`src/sv/bmt_pkg.sv`:
```
// Shared types, constants and helpers for the bracket markup tokenizer.
`timescale 1ns / 1ps

package bmt_pkg;

   // Default offset width and the fixed width of offsets on the result port
   localparam int POS_WIDTH_DEFAULT = 16;
   localparam int OUT_POS_WIDTH     = 16;

   // Queue depths (powers of two, pointers wrap by overflow)
   localparam int MID_DEPTH = 2;
   localparam int RSP_DEPTH = 4;

   // Markup characters
   localparam logic [7:0] CHAR_NUL   = 8'h00;
   localparam logic [7:0] CHAR_OPEN  = 8'h5B;
   localparam logic [7:0] CHAR_CLOSE = 8'h5D;
   localparam logic [7:0] CHAR_BANG  = 8'h21;
   localparam logic [7:0] CHAR_SPACE = 8'h20;

   typedef enum logic [2:0] {
      TK_TEXT     = 3'd0,
      TK_ATTR     = 3'd1,
      TK_END_ATTR = 3'd2,
      TK_ESCAPE   = 3'd3,
      TK_ERROR    = 3'd4
   } token_kind_type;

   typedef enum logic [1:0] {
      ERR_NONE         = 2'd0,
      ERR_EMPTY        = 2'd1,
      ERR_UNTERMINATED = 2'd2,
      ERR_TOO_LONG     = 2'd3
   } error_code_type;

   typedef enum logic [1:0] {
      MODE_IDLE    = 2'd0,
      MODE_TEXT    = 2'd1,
      MODE_BRACKET = 2'd2,
      MODE_DROP    = 2'd3
   } scan_mode_type;

   typedef logic [OUT_POS_WIDTH-1:0] out_pos_type;

   typedef struct packed {
      logic [7:0] char_byte;
      logic       is_last;
   } req_type;

   typedef struct packed {
      token_kind_type token_kind;
      out_pos_type    start_pos;
      out_pos_type    end_pos;
      error_code_type error_code;
      logic           end_of_run;
   } rsp_type;

   // Byte class decoded by the front end
   typedef struct packed {
      logic is_zero;
      logic ends;
      logic is_open;
      logic is_close;
      logic is_bang;
      logic is_space;
      logic too_long;
   } class_type;

   // Build one token with end_of_run clear
   function automatic rsp_type make_rsp(token_kind_type kind, out_pos_type s_pos,
                                        out_pos_type e_pos, error_code_type code);
      rsp_type r;
      r.token_kind = kind;
      r.start_pos  = s_pos;
      r.end_pos    = e_pos;
      r.error_code = code;
      r.end_of_run = 1'b0;
      return r;
   endfunction

endpackage

```
`src/sv/bmt_front.sv`:
```
// Front end: byte offset counter, byte classification and the queue to the back end.
`timescale 1ns / 1ps

module bmt_front #(
   parameter int POS_WIDTH = bmt_pkg::POS_WIDTH_DEFAULT
) (
   input  logic                 clock,
   input  logic                 reset,
   input  logic                 push,
   input  bmt_pkg::req_type     req_data,
   output logic                 full,
   output logic                 item_valid,
   output bmt_pkg::class_type   item_class,
   output logic [POS_WIDTH:0]   item_pos,
   input  logic                 item_take
);

   localparam int PP    = POS_WIDTH + 1;
   localparam int PTR_W = $clog2(bmt_pkg::MID_DEPTH);
   localparam int CNT_W = $clog2(bmt_pkg::MID_DEPTH + 1);

   logic                 accept;
   bmt_pkg::class_type   cls;
   logic [PP-1:0]        pos_ff, pos_in;
   logic [PTR_W-1:0]     wptr_ff, wptr_in, rptr_ff, rptr_in;
   logic [CNT_W-1:0]     count_ff, count_in;
   bmt_pkg::class_type   cls_mem_ff [bmt_pkg::MID_DEPTH];
   logic [PP-1:0]        pos_mem_ff [bmt_pkg::MID_DEPTH];

   assign full   = (count_ff == CNT_W'(bmt_pkg::MID_DEPTH));
   assign accept = push & ~full;

   // Classify the incoming byte
   always_comb begin
      cls.is_zero  = (req_data.char_byte == bmt_pkg::CHAR_NUL);
      cls.ends     = req_data.is_last | cls.is_zero;
      cls.is_open  = (req_data.char_byte == bmt_pkg::CHAR_OPEN);
      cls.is_close = (req_data.char_byte == bmt_pkg::CHAR_CLOSE);
      cls.is_bang  = (req_data.char_byte == bmt_pkg::CHAR_BANG);
      cls.is_space = (req_data.char_byte == bmt_pkg::CHAR_SPACE);
      cls.too_long = pos_ff[POS_WIDTH];
   end

   // Advance the offset, saturating one past the range; restart at string end
   always_comb begin
      pos_in = pos_ff;
      if (accept) begin
         if (cls.ends) begin
            pos_in = '0;
         end else if (!pos_ff[POS_WIDTH]) begin
            pos_in = pos_ff + PP'(1);
         end
      end
   end

   // Queue pointers
   always_comb begin
      wptr_in  = wptr_ff + PTR_W'(accept);
      rptr_in  = rptr_ff + PTR_W'(item_take);
      count_in = count_ff + CNT_W'(accept) - CNT_W'(item_take);
   end

   always_ff @(posedge clock) begin
      if (reset) begin
         pos_ff   <= '0;
         wptr_ff  <= '0;
         rptr_ff  <= '0;
         count_ff <= '0;
      end else begin
         pos_ff   <= pos_in;
         wptr_ff  <= wptr_in;
         rptr_ff  <= rptr_in;
         count_ff <= count_in;
      end
   end

   // Store the classified byte
   always_ff @(posedge clock) begin
      if (accept) begin
         cls_mem_ff[wptr_ff] <= cls;
         pos_mem_ff[wptr_ff] <= pos_ff;
      end
   end

   assign item_valid = (count_ff != '0);
   assign item_class = cls_mem_ff[rptr_ff];
   assign item_pos   = pos_mem_ff[rptr_ff];

endmodule

```
`src/sv/bmt_back.sv`:
```
// Back end: scan mode, bracket trimming marks and token generation, up to two tokens a byte.
`timescale 1ns / 1ps

module bmt_back #(
   parameter int POS_WIDTH = bmt_pkg::POS_WIDTH_DEFAULT
) (
   input  logic                 clock,
   input  logic                 reset,
   input  logic                 item_valid,
   input  bmt_pkg::class_type   item_class,
   input  logic [POS_WIDTH:0]   item_pos,
   output logic                 item_take,
   input  logic                 rsp_space,
   output logic                 rsp_wr0,
   output logic                 rsp_wr1,
   output bmt_pkg::rsp_type     rsp_data0,
   output bmt_pkg::rsp_type     rsp_data1
);

   localparam int PP = POS_WIDTH + 1;

   bmt_pkg::scan_mode_type    mode_ff, mode_mid, mode_in;
   logic [POS_WIDTH-1:0]      ts_ff, ts_in;
   logic                      fn_v_ff, fn_v_in, fb_v_ff, fb_v_in;
   logic                      ln_v_ff, ln_v_in, pn_v_ff, pn_v_in;
   logic [POS_WIDTH-1:0]      fn_pos_ff, fn_pos_in, fb_pos_ff, fb_pos_in;
   logic [POS_WIDTH-1:0]      ln_pos_ff, ln_pos_in, pn_pos_ff, pn_pos_in;
   logic                      bang_first_ff, bang_first_in, bang_last_ff, bang_last_in;

   logic                      active, long_err, first_content;
   logic                      do_open, do_text, do_content;
   logic [PP-1:0]             p_prev;
   logic                      close_ok;
   bmt_pkg::token_kind_type   close_kind;
   logic [PP-1:0]             close_s, close_e;
   logic                      a_v, b_v;
   bmt_pkg::rsp_type          a_rsp, b_rsp;

   assign item_take     = item_valid & rsp_space;
   assign active        = (mode_ff != bmt_pkg::MODE_DROP);
   assign long_err      = ~item_class.is_zero & item_class.too_long;
   assign p_prev        = item_pos - PP'(1);
   assign first_content = (item_pos == ({1'b0, ts_ff} + PP'(1)));

   assign do_open    = active & ~long_err & item_class.is_open &
                       ((mode_ff == bmt_pkg::MODE_IDLE) || (mode_ff == bmt_pkg::MODE_TEXT));
   assign do_text    = active & ~long_err & (mode_ff == bmt_pkg::MODE_IDLE) &
                       ~item_class.is_zero & ~item_class.is_open;
   assign do_content = active & ~long_err & (mode_ff == bmt_pkg::MODE_BRACKET) &
                       ~item_class.is_zero & ~item_class.is_close;

   // Decide the token a closing bracket yields
   always_comb begin
      if (bang_last_ff) begin
         close_ok   = pn_v_ff;
         close_kind = bmt_pkg::TK_ESCAPE;
         close_s    = {1'b0, fn_pos_ff};
         close_e    = {1'b0, pn_pos_ff};
      end else if (bang_first_ff) begin
         close_ok   = fb_v_ff;
         close_kind = bmt_pkg::TK_END_ATTR;
         close_s    = {1'b0, fb_pos_ff};
         close_e    = {1'b0, ln_pos_ff};
      end else begin
         close_ok   = fn_v_ff;
         close_kind = bmt_pkg::TK_ATTR;
         close_s    = {1'b0, fn_pos_ff};
         close_e    = p_prev;
      end
   end

   // Next scan mode; mode_mid is the mode before a string end is applied
   always_comb begin
      mode_mid = mode_ff;
      if (active && long_err) begin
         mode_mid = bmt_pkg::MODE_DROP;
      end else begin
         case (mode_ff)
            bmt_pkg::MODE_IDLE: begin
               if (item_class.is_open) begin
                  mode_mid = bmt_pkg::MODE_BRACKET;
               end else if (!item_class.is_zero) begin
                  mode_mid = bmt_pkg::MODE_TEXT;
               end
            end
            bmt_pkg::MODE_TEXT: begin
               if (item_class.is_zero) begin
                  mode_mid = bmt_pkg::MODE_IDLE;
               end else if (item_class.is_open) begin
                  mode_mid = bmt_pkg::MODE_BRACKET;
               end
            end
            bmt_pkg::MODE_BRACKET: begin
               if (item_class.is_zero) begin
                  mode_mid = bmt_pkg::MODE_DROP;
               end else if (item_class.is_close) begin
                  mode_mid = close_ok ? bmt_pkg::MODE_IDLE : bmt_pkg::MODE_DROP;
               end
            end
            default: begin
               mode_mid = mode_ff;
            end
         endcase
      end
      mode_in = item_class.ends ? bmt_pkg::MODE_IDLE : mode_mid;
   end

   // Update token start and trimming marks
   always_comb begin
      ts_in         = ts_ff;
      fn_v_in       = fn_v_ff;
      fn_pos_in     = fn_pos_ff;
      fb_v_in       = fb_v_ff;
      fb_pos_in     = fb_pos_ff;
      ln_v_in       = ln_v_ff;
      ln_pos_in     = ln_pos_ff;
      pn_v_in       = pn_v_ff;
      pn_pos_in     = pn_pos_ff;
      bang_first_in = bang_first_ff;
      bang_last_in  = bang_last_ff;
      if (do_open) begin
         ts_in         = item_pos[POS_WIDTH-1:0];
         fn_v_in       = 1'b0;
         fb_v_in       = 1'b0;
         ln_v_in       = 1'b0;
         pn_v_in       = 1'b0;
         bang_first_in = 1'b0;
         bang_last_in  = 1'b0;
      end else if (do_text) begin
         ts_in = item_pos[POS_WIDTH-1:0];
      end else if (do_content) begin
         if (first_content) begin
            bang_first_in = item_class.is_bang;
         end
         bang_last_in = item_class.is_bang;
         if (!item_class.is_space) begin
            if (!fn_v_ff) begin
               fn_v_in   = 1'b1;
               fn_pos_in = item_pos[POS_WIDTH-1:0];
            end
            if (!first_content && !fb_v_ff) begin
               fb_v_in   = 1'b1;
               fb_pos_in = item_pos[POS_WIDTH-1:0];
            end
            pn_v_in   = ln_v_ff;
            pn_pos_in = ln_pos_ff;
            ln_v_in   = 1'b1;
            ln_pos_in = item_pos[POS_WIDTH-1:0];
         end
      end
   end

   // Tokens: one from the byte itself, one from the string ending on it
   always_comb begin
      a_v   = 1'b0;
      a_rsp = bmt_pkg::make_rsp(bmt_pkg::TK_TEXT, '0, '0, bmt_pkg::ERR_NONE);
      b_v   = 1'b0;
      b_rsp = bmt_pkg::make_rsp(bmt_pkg::TK_TEXT, '0, '0, bmt_pkg::ERR_NONE);
      if (active) begin
         if (long_err) begin
            a_v   = 1'b1;
            a_rsp = bmt_pkg::make_rsp(bmt_pkg::TK_ERROR, '0, '1, bmt_pkg::ERR_TOO_LONG);
         end else if ((mode_ff == bmt_pkg::MODE_TEXT) &&
                      (item_class.is_zero || item_class.is_open)) begin
            a_v   = 1'b1;
            a_rsp = bmt_pkg::make_rsp(bmt_pkg::TK_TEXT, bmt_pkg::out_pos_type'(ts_ff),
                                      bmt_pkg::out_pos_type'(p_prev), bmt_pkg::ERR_NONE);
         end else if ((mode_ff == bmt_pkg::MODE_BRACKET) && item_class.is_zero) begin
            a_v   = 1'b1;
            a_rsp = bmt_pkg::make_rsp(bmt_pkg::TK_ERROR, bmt_pkg::out_pos_type'(ts_ff),
                                      bmt_pkg::out_pos_type'(item_pos),
                                      bmt_pkg::ERR_UNTERMINATED);
         end else if ((mode_ff == bmt_pkg::MODE_BRACKET) && item_class.is_close) begin
            a_v = 1'b1;
            if (close_ok) begin
               a_rsp = bmt_pkg::make_rsp(close_kind, bmt_pkg::out_pos_type'(close_s),
                                         bmt_pkg::out_pos_type'(close_e), bmt_pkg::ERR_NONE);
            end else begin
               a_rsp = bmt_pkg::make_rsp(bmt_pkg::TK_ERROR, bmt_pkg::out_pos_type'(ts_ff),
                                         bmt_pkg::out_pos_type'(item_pos),
                                         bmt_pkg::ERR_EMPTY);
            end
         end
         if (item_class.ends && (mode_mid == bmt_pkg::MODE_TEXT)) begin
            b_v   = 1'b1;
            b_rsp = bmt_pkg::make_rsp(bmt_pkg::TK_TEXT, bmt_pkg::out_pos_type'(ts_in),
                                      bmt_pkg::out_pos_type'(item_pos), bmt_pkg::ERR_NONE);
         end else if (item_class.ends && (mode_mid == bmt_pkg::MODE_BRACKET)) begin
            b_v   = 1'b1;
            b_rsp = bmt_pkg::make_rsp(bmt_pkg::TK_ERROR, bmt_pkg::out_pos_type'(ts_in),
                                      bmt_pkg::out_pos_type'(item_pos),
                                      bmt_pkg::ERR_UNTERMINATED);
         end
      end
   end

   // Pack the tokens into the two queue write slots
   always_comb begin
      rsp_wr0   = item_take & (a_v | b_v);
      rsp_wr1   = item_take & a_v & b_v;
      rsp_data0 = a_v ? a_rsp : b_rsp;
      rsp_data0.end_of_run = ~(a_v & b_v);
      rsp_data1 = b_rsp;
      rsp_data1.end_of_run = 1'b1;
   end

   always_ff @(posedge clock) begin
      if (reset) begin
         mode_ff       <= bmt_pkg::MODE_IDLE;
         ts_ff         <= '0;
         fn_v_ff       <= 1'b0;
         fb_v_ff       <= 1'b0;
         ln_v_ff       <= 1'b0;
         pn_v_ff       <= 1'b0;
         bang_first_ff <= 1'b0;
         bang_last_ff  <= 1'b0;
      end else if (item_take) begin
         mode_ff       <= mode_in;
         ts_ff         <= ts_in;
         fn_v_ff       <= fn_v_in;
         fb_v_ff       <= fb_v_in;
         ln_v_ff       <= ln_v_in;
         pn_v_ff       <= pn_v_in;
         bang_first_ff <= bang_first_in;
         bang_last_ff  <= bang_last_in;
      end
   end

   // Mark offsets hold no meaning while their valid bit is clear
   always_ff @(posedge clock) begin
      if (item_take) begin
         fn_pos_ff <= fn_pos_in;
         fb_pos_ff <= fb_pos_in;
         ln_pos_ff <= ln_pos_in;
         pn_pos_ff <= pn_pos_in;
      end
   end

endmodule

```
`src/sv/bmt_rsp_queue.sv`:
```
// Token queue: two writes and one read per cycle.
`timescale 1ns / 1ps

module bmt_rsp_queue (
   input  logic               clock,
   input  logic               reset,
   input  logic               wr0,
   input  logic               wr1,
   input  bmt_pkg::rsp_type   data0,
   input  bmt_pkg::rsp_type   data1,
   output logic               space,
   input  logic               pop,
   output logic               empty,
   output bmt_pkg::rsp_type   rsp_data
);

   localparam int PTR_W = $clog2(bmt_pkg::RSP_DEPTH);
   localparam int CNT_W = $clog2(bmt_pkg::RSP_DEPTH + 1);

   logic                 rd;
   logic [PTR_W-1:0]     wptr_ff, wptr_in, wptr_nx, rptr_ff, rptr_in;
   logic [CNT_W-1:0]     count_ff, count_in;
   bmt_pkg::rsp_type     mem_ff [bmt_pkg::RSP_DEPTH];

   assign empty = (count_ff == '0);
   assign space = (count_ff <= CNT_W'(bmt_pkg::RSP_DEPTH - 2));
   assign rd    = pop & ~empty;

   // Advance pointers and fill count
   always_comb begin
      wptr_nx  = wptr_ff + PTR_W'(1);
      wptr_in  = wptr_ff + PTR_W'(wr0) + PTR_W'(wr1);
      rptr_in  = rptr_ff + PTR_W'(rd);
      count_in = count_ff + CNT_W'(wr0) + CNT_W'(wr1) - CNT_W'(rd);
   end

   always_ff @(posedge clock) begin
      if (reset) begin
         wptr_ff  <= '0;
         rptr_ff  <= '0;
         count_ff <= '0;
      end else begin
         wptr_ff  <= wptr_in;
         rptr_ff  <= rptr_in;
         count_ff <= count_in;
      end
   end

   // Store tokens in order
   always_ff @(posedge clock) begin
      if (wr0) begin
         mem_ff[wptr_ff] <= data0;
      end
      if (wr1) begin
         mem_ff[wptr_nx] <= data1;
      end
   end

   assign rsp_data = mem_ff[rptr_ff];

endmodule

```
`src/sv/bracket_markup_tokenizer.sv`:
```
// Top level of the bracket markup tokenizer.
`timescale 1ns / 1ps

// Takes a markup string one byte per request and returns text, attribute, end
// attribute, escape and error tokens as first and last byte offsets. It takes
// one byte per clock: the front end counts offsets and classifies each byte into
// a two-entry queue, and the back end decodes one queued byte per clock, writing
// zero, one or two tokens into a four-entry token queue. The back end pauses
// while that queue has fewer than two free entries, so the sustained rate is one
// byte per clock as long as tokens are popped as fast as they appear. A token
// reaches the result ports once its byte has passed through the front end queue
// and the back end has written the token into the token queue.
// After an error, bytes are dropped up to and including the string's last byte.
module bracket_markup_tokenizer #(
   parameter int POS_WIDTH = bmt_pkg::POS_WIDTH_DEFAULT
) (
   input  logic               clock,
   input  logic               reset,
   input  logic               push,
   input  bmt_pkg::req_type   req_data,
   output logic               full,
   output logic               empty,
   input  logic               pop,
   output bmt_pkg::rsp_type   rsp_data
);

   logic                 item_valid, item_take;
   bmt_pkg::class_type   item_class;
   logic [POS_WIDTH:0]   item_pos;
   logic                 rsp_space, rsp_wr0, rsp_wr1;
   bmt_pkg::rsp_type     rsp_data0, rsp_data1;

   bmt_front #(.POS_WIDTH(POS_WIDTH)) u_front (
      .clock      (clock),
      .reset      (reset),
      .push       (push),
      .req_data   (req_data),
      .full       (full),
      .item_valid (item_valid),
      .item_class (item_class),
      .item_pos   (item_pos),
      .item_take  (item_take)
   );

   bmt_back #(.POS_WIDTH(POS_WIDTH)) u_back (
      .clock      (clock),
      .reset      (reset),
      .item_valid (item_valid),
      .item_class (item_class),
      .item_pos   (item_pos),
      .item_take  (item_take),
      .rsp_space  (rsp_space),
      .rsp_wr0    (rsp_wr0),
      .rsp_wr1    (rsp_wr1),
      .rsp_data0  (rsp_data0),
      .rsp_data1  (rsp_data1)
   );

   bmt_rsp_queue u_rsp_queue (
      .clock    (clock),
      .reset    (reset),
      .wr0      (rsp_wr0),
      .wr1      (rsp_wr1),
      .data0    (rsp_data0),
      .data1    (rsp_data1),
      .space    (rsp_space),
      .pop      (pop),
      .empty    (empty),
      .rsp_data (rsp_data)
   );

`ifndef NO_ASSERTIONS
   // The token queue comes out of reset empty and the front queue not full
   a_reset_empty: assert property (@(posedge clock) reset |=> (empty && !full))
      else $error("queues not empty after reset");

   // A second token in a cycle always has a first one ahead of it
   a_slot_order: assert property (@(posedge clock) disable iff (reset)
      rsp_wr1 |-> rsp_wr0)
      else $error("second token slot written alone");

   // An error code rides on error tokens only
   a_error_code: assert property (@(posedge clock) disable iff (reset)
      !empty |-> ((rsp_data.token_kind == bmt_pkg::TK_ERROR) ==
                  (rsp_data.error_code != bmt_pkg::ERR_NONE)))
      else $error("error code does not match token kind");

   // Tokens are written only when the queue has room for two
   a_room: assert property (@(posedge clock) disable iff (reset)
      rsp_wr0 |-> rsp_space)
      else $error("token written without room");
`endif

endmodule
```
`config.mk`:
```
export PLATFORM = sky130hd
export DESIGN_NAME = bracket_markup_tokenizer
export DESIGN_NICKNAME = d
export VERILOG_FILES = /design/src/sv/bmt_pkg.sv /design/src/sv/bmt_front.sv /design/src/sv/bmt_back.sv /design/src/sv/bmt_rsp_queue.sv /design/src/sv/bracket_markup_tokenizer.sv
export SDC_FILE = /design/constraint.sdc
export NUM_CORES = 1
export LEC_CHECK = 0
export BUFFER_PORTS_ARGS = -buffer_cell sky130_fd_sc_hd__buf_2
export CAP_MARGIN = 5
export CORE_MARGIN = 4
export CORE_UTILIZATION = 63
export CTS_CLUSTER_DIAMETER = 120
export DETAILED_ROUTE_END_ITERATION = 10
export MAX_ROUTING_LAYER = met4
export PLACE_DENSITY = 0.91
export REMOVE_ABC_BUFFERS = 1
export SLEW_MARGIN = 20
export SYNTH_ARGS = -nofsm -noshare
export SYNTH_HDL_FRONTEND = slang
export SYNTH_HIERARCHICAL = 1
export SYNTH_SLANG_ARGS = --single-unit
```
`constraint.sdc`:
```
create_clock -name clock -period 7.3 [get_ports clock]
set_input_delay 1.46 -clock clock [delete_from_list [all_inputs] [get_ports clock]]
set_output_delay 1.46 -clock clock [all_outputs]
set_load 0.02 [all_outputs]
```
# Yosys cells after proc, flatten, opt, wreduce, memory -nomap -nowiden
# Memory sizes are Yosys's and may differ from the RTL's. A register that Yosys moved wholly into a read port is not among the register bits.
# Index checks and enable logic that the tools add are counted.
# W data, S select, Z words.
dict set report op_classes {
  addsub 14
  order_cmp 1
  eq_ne 14
  mux 69
  n_bitwise 30
  n_reduce_logical 26
}
# operator n
set ops {}
lappend ops {{$mux W38} 10}
lappend ops {{$mux W16} 6}
lappend ops {{$mux W1} 38}
lappend ops {{$mux W17} 2}
lappend ops {{$mux W2} 11}
lappend ops {{$add A16 B1 Y17 const B} 1}
lappend ops {{$add A17 B1 Y17 const B} 1}
lappend ops {{$and A1 B1 Y1} 17}
lappend ops {{$eq A17 B17 Y1} 1}
lappend ops {{$eq A8 B6 Y1 const B} 2}
lappend ops {{$eq A8 B7 Y1 const B} 2}
lappend ops {{$sub A16 B1 Y16 const B} 1}
lappend ops {{$reduce_and A6 Y1} 2}
lappend ops {{$not A1 Y1} 11}
lappend ops {{$reduce_and A5 Y1} 2}
lappend ops {{$add A2 B1 Y2} 4}
lappend ops {{$logic_not A8 Y1} 1}
lappend ops {{$reduce_and A4 Y1} 2}
lappend ops {{$reduce_bool A2 Y1} 4}
lappend ops {{$logic_and A1 B1 Y1} 7}
lappend ops {{$add A3 B1 Y3} 2}
lappend ops {{$eq A2 B2 Y1 const B} 3}
lappend ops {{$pmux W2 S3} 1}
lappend ops {{$eq A2 B1 Y1 const B} 2}
lappend ops {{other kinds (15)} 21}
dict set report totals {
  reg_bits 115
  mem_bits_rw 200
  inputBits 13
  word_cells 176
  mem_count 3
}
# name words width rd rd_clocked_by_memory_dff wr line
set mem_list {}
lappend mem_list {u_rsp_queue.mem_ff 4 38 1 1 2 bmt_rsp_queue.sv:23} ;# bmt_pkg::rsp_type mem_ff [bmt_pkg::RSP_DEPTH];
lappend mem_list {u_front.pos_mem_ff 2 17 1 1 1 bmt_front.sv:28} ;# logic [PP-1:0] pos_mem_ff [bmt_pkg::MID_DEPTH];
lappend mem_list {u_front.cls_mem_ff 2 7 1 1 1 bmt_front.sv:27} ;# bmt_pkg::class_type cls_mem_ff [bmt_pkg::MID_DEPTH];

# Depth between registers and ports, before layout
dict set report logic_depth {
  depth_word 17
  mapped_depth 19
  mapped_depth_nobuf 15
}

# Hierarchy
# The synthesis kept the hierarchy.
# module instances cells_per_inst area_per_inst_um2 seq_area_each_um2
set by_module_without_submodules {}
lappend by_module_without_submodules {bmt_rsp_queue 1 410 7768.7 4704.5}
lappend by_module_without_submodules {bmt_back 1 705 5794.3 2382.3}
lappend by_module_without_submodules {bmt_front 1 226 2945.3 1801.7}

# Worst setup path before layout
# OpenSTA, ideal clock, no wires.
dict set report synth_path {
  path_type {register to register}
  from {register, netlist name u_front/rptr_ff}
  to {memory u_rsp_queue/mem_ff[0][0] (netlist bit), enable pin}
  setup_ns 0.486
  arrival_ns 5.670
  setup_slack_ns 1.144
  stages_incl_launch_ff 14
  synth_period_minus_slack_ns 6.156
  cell_sequence {dfxtp_1 -> clkbuf_1 -> clkbuf_1 -> mux2_2 -> clkbuf_1 -> o211ai_1 -> a21oi_1 -> or3_1 -> a21oi_1 -> buf_2 -> nor2_1 -> nor2_1 -> nand2b_1 -> o21ai_0}
}
# element line
set synth_rtl {}
lappend synth_rtl {{end: declaration} bmt_rsp_queue.sv:23}

==> flow_summary_export.csv <==
group,metric,value,unit
job,max_cap_viol_count,0,
power_and_ir_drop,swShare,34.6,%
place,post-place-cells,1646,
synth,synth_edf_count,262,
global_routing,grt_pass1_wl,64.6,mm
cts,cts_tree,"built",
cts,cts_root_buf,"clkbuf_16",
route,drc,0,
sta,post-route-period-util,65.0,%
min_path,worstHoldPathType,"reg -> reg",
route,wire_per_inst,24.3,um
route,vias,11730,
setup_path,cp-end-kind,"flip-flop",
sta,tightestPinTransition,1.16,ns
synth,seq_area_frac_synth,53.8,%
sta,skew,0.0164,ns
cts,clock_sinks,313,
power_and_ir_drop,power_frac_comb,37.3,%
sta,fin_setup_tns,0,ns
cts,htree_levels,2,
power_and_ir_drop,p_sw,2.29,mW
power_and_ir_drop,total_power,6.62,mW
synth,ys_types,87,
setup_path,worstPathMaxFanout,39,
cts,numCtsBuffers,34,
power_and_ir_drop,power.density,368,mW/mm2
place,place_area,0.0169,mm2
route,drt_first_pass_iters,8,
place,gp_congestion,0.996,
synth,synth_ff_type,"edfxtp_1",
global_routing,grtUsageTotal,29.3,%
cts,post_cts_buffers,0,
global_routing,antenna_found_initial,0,
finish,final_common_cell,"edfxtp_1",
setup_path,worst_setup_path_start_kind,"flip-flop",
power_and_ir_drop,intPower,4.33,mW
die,die_w,170,um
sta,final_hold_viol_count,0,
cts,cts_buffer_depth,3,
finish,diodes,0,
setup_path,timing_worst_setup_path_type,"reg -> reg",
setup_path,cp.arrival,4.89,ns
synth,synthesis.area,0.0165,mm2
global_routing,grt_start_max_net_pins,47,
route,ant_nets,0,
sta,period_needed,4.74,ns
cts,cts-resized-gates,0,
sta,fin_ws,2.56,ns
sta,whs,0.451,ns
global_routing,grt-ovfl-total,0,
power_and_ir_drop,vdd_drop_max,0.274,mV
power_and_ir_drop,pwr-share-seq,36.6,%
cts,clk_pin_slew,0.06,ns
die,ios,53,
cts,ctsHoldBuffers,0,
global_routing,grt_pass1_vias,11673,
die,core_area,0.0255,mm2
route,first_iter_violations,1717,
finish,final_area,0.0180,mm2
setup_path,cp.required,7.44,ns
synth,syn_avg_cell_area,12.3,um2
finish,layout_common_cells,"edfxtp_1 (262), mux2_2 (134), nand2_1 (117)",
finish,fin_util,70.7,%
sta,clock.fmax,0.211,GHz
sta,setup_viol,0,
place,dp_hpwl,25.8,mm
finish,final_nets,1378,
finish,fillerInstances,1653,
finish,area_delta_synth_final,9.16,%
finish,layout.cells.non_filler,1707,
route,drt-total-wl,41.4,mm
finish,drive_above_1_share,24.0,%
die,rows,58,
status,status,"complete, no violations",
die,die_height,170,um
cts,insertion_delay,0.51,ns
sta,drv_slew,0,
synth,ys_ff_latch,313,
die,start_util,64.8,%
synth,synth_cells,1341,
synth,async_reset_ff_share,0,%
die,fp.dieArea,0.0289,mm2
route,viasPerCell,6.87,
place,port_buffers,52,
sta,max_slew_margin,22.8,%
place,place_worst_setup_slack,2.63,ns
sta,rsz0062_at_grt,"false",
power_and_ir_drop,power.share.clock,26.1,%
power_and_ir_drop,p_leak,6.32,nW
synth,synth_warnings,6,
[layer usage]
metal  routed length [um]  vias up  GRT usage (%)
met5                    0        -              -
met4                 1710        0           11.4
met3                 4290      177           5.81
met2                19700      794           45.8
met1                15700     5661           38.4
li1                     -     5098              -
[area by class of cell]
| class | count | area (um2) | share of cell area, % |
|---|---|---|---|
| clock inverter | 13 | 165 | 0.917 |
| multi-input combinational | 902 | 7070 | 39.3 |
| sequential | 313 | 8890 | 49.3 |
| tap | 330 | 413 | 2.29 |
| timing repair buffer | 70 | 395 | 2.19 |
| inverter | 31 | 116 | 0.646 |
| clock buffer | 48 | 965 | 5.35 |
[critical path, cell delays in order (launching register included)]
cell      delay (ns)
dfxtp_1         0.43
nor2b_1         0.61
nor2_1          0.08
a221oi_1        0.41
o21ai_0         0.19
a21oi_1         0.18
buf_4           0.26
nand2_1         0.14
nor2_1          0.55
nand3b_4        0.65
o21ai_4         0.36
buf_4           0.46
[cell families after synthesis]
group / after synthesis / synth area share [%]
AOI/OAI and AO/OA: 245 / 9.33
xor gates and xnor gates: 34 / 1.80
adders and majority gates: 14 / 1.18
buffers and inverters: 128 / 3.74
DFF: 313 / 53.8
muxes: 240 / 19.0
other: 2 / 0.0455
and+or+nand+nor: 365 / 11.1
[sequential cells by signal, indices dropped and copies added, names as in the netlist, 2 cells and up]
signal	count
u_back/fb_pos_ff	16
u_back/fn_pos_ff	16
u_back/ln_pos_ff	16
u_back/mode_ff	2
u_back/pn_pos_ff	16
u_back/ts_ff	16
u_front/cls_mem_ff	14
u_front/count_ff	2
u_front/pos_ff	17
u_front/pos_mem_ff	32
u_rsp_queue/count_ff	3
u_rsp_queue/mem_ff	152
u_rsp_queue/rptr_ff	2
u_rsp_queue/wptr_ff	2
[cell usage after synthesis (all sizes together), types with 6 or more instances]
cell type / n / area, um2
nor2b: 18 / 113
nor4: 10 / 83.8
inv: 30 / 113
nand2b: 14 / 87.6
buf: 44 / 302
dfxtp: 51 / 1020
mux2i: 26 / 260
a211oi: 9 / 67.6
ha: 10 / 125
o21a: 7 / 52.6
nand4: 10 / 68.8
mux2: 176 / 2020
a31oi: 9 / 56.3
and3: 6 / 37.5
mux4: 38 / 856
nor2: 89 / 334
xor2: 15 / 131
or3: 8 / 56.3
xnor2: 19 / 166
o21ai: 40 / 200
o22ai: 26 / 163
nand3: 18 / 95.1
or4: 7 / 57.6
nand2: 117 / 439
nor3: 27 / 140
clkbuf: 53 / 199
and2: 20 / 125
o31ai: 7 / 52.6
a21oi: 94 / 470
edfxtp: 262 / 7870
[worst paths after layout]
kind	from	end	slack, ns	cells past startpoint
worst min-delay path	u_back/ln_pos_ff[6]	u_back/pn_pos_ff[6]	0.45	0
worst min register to register	u_back/ln_pos_ff[6]	u_back/pn_pos_ff[6]	0.45	0
worst max register to register	u_back/mode_ff[1]	u_rsp_queue/mem_ff[2][19]	2.56	11
worst max-delay path	u_back/mode_ff[1]	u_rsp_queue/mem_ff[2][19]	2.56	11
[power by group through the flow]
stage	logic (mW)	clock network, mW	registers (mW)
after detailed placement	2.39	0	2.46
after global placement	2.31	0	2.44
after CTS	2.43	1.75	2.42
final	2.47	1.73	2.43
after global routing	2.63	1.83	2.44
after floorplan	1.67	0	2.46
Power figures use the tool's default switching activity.
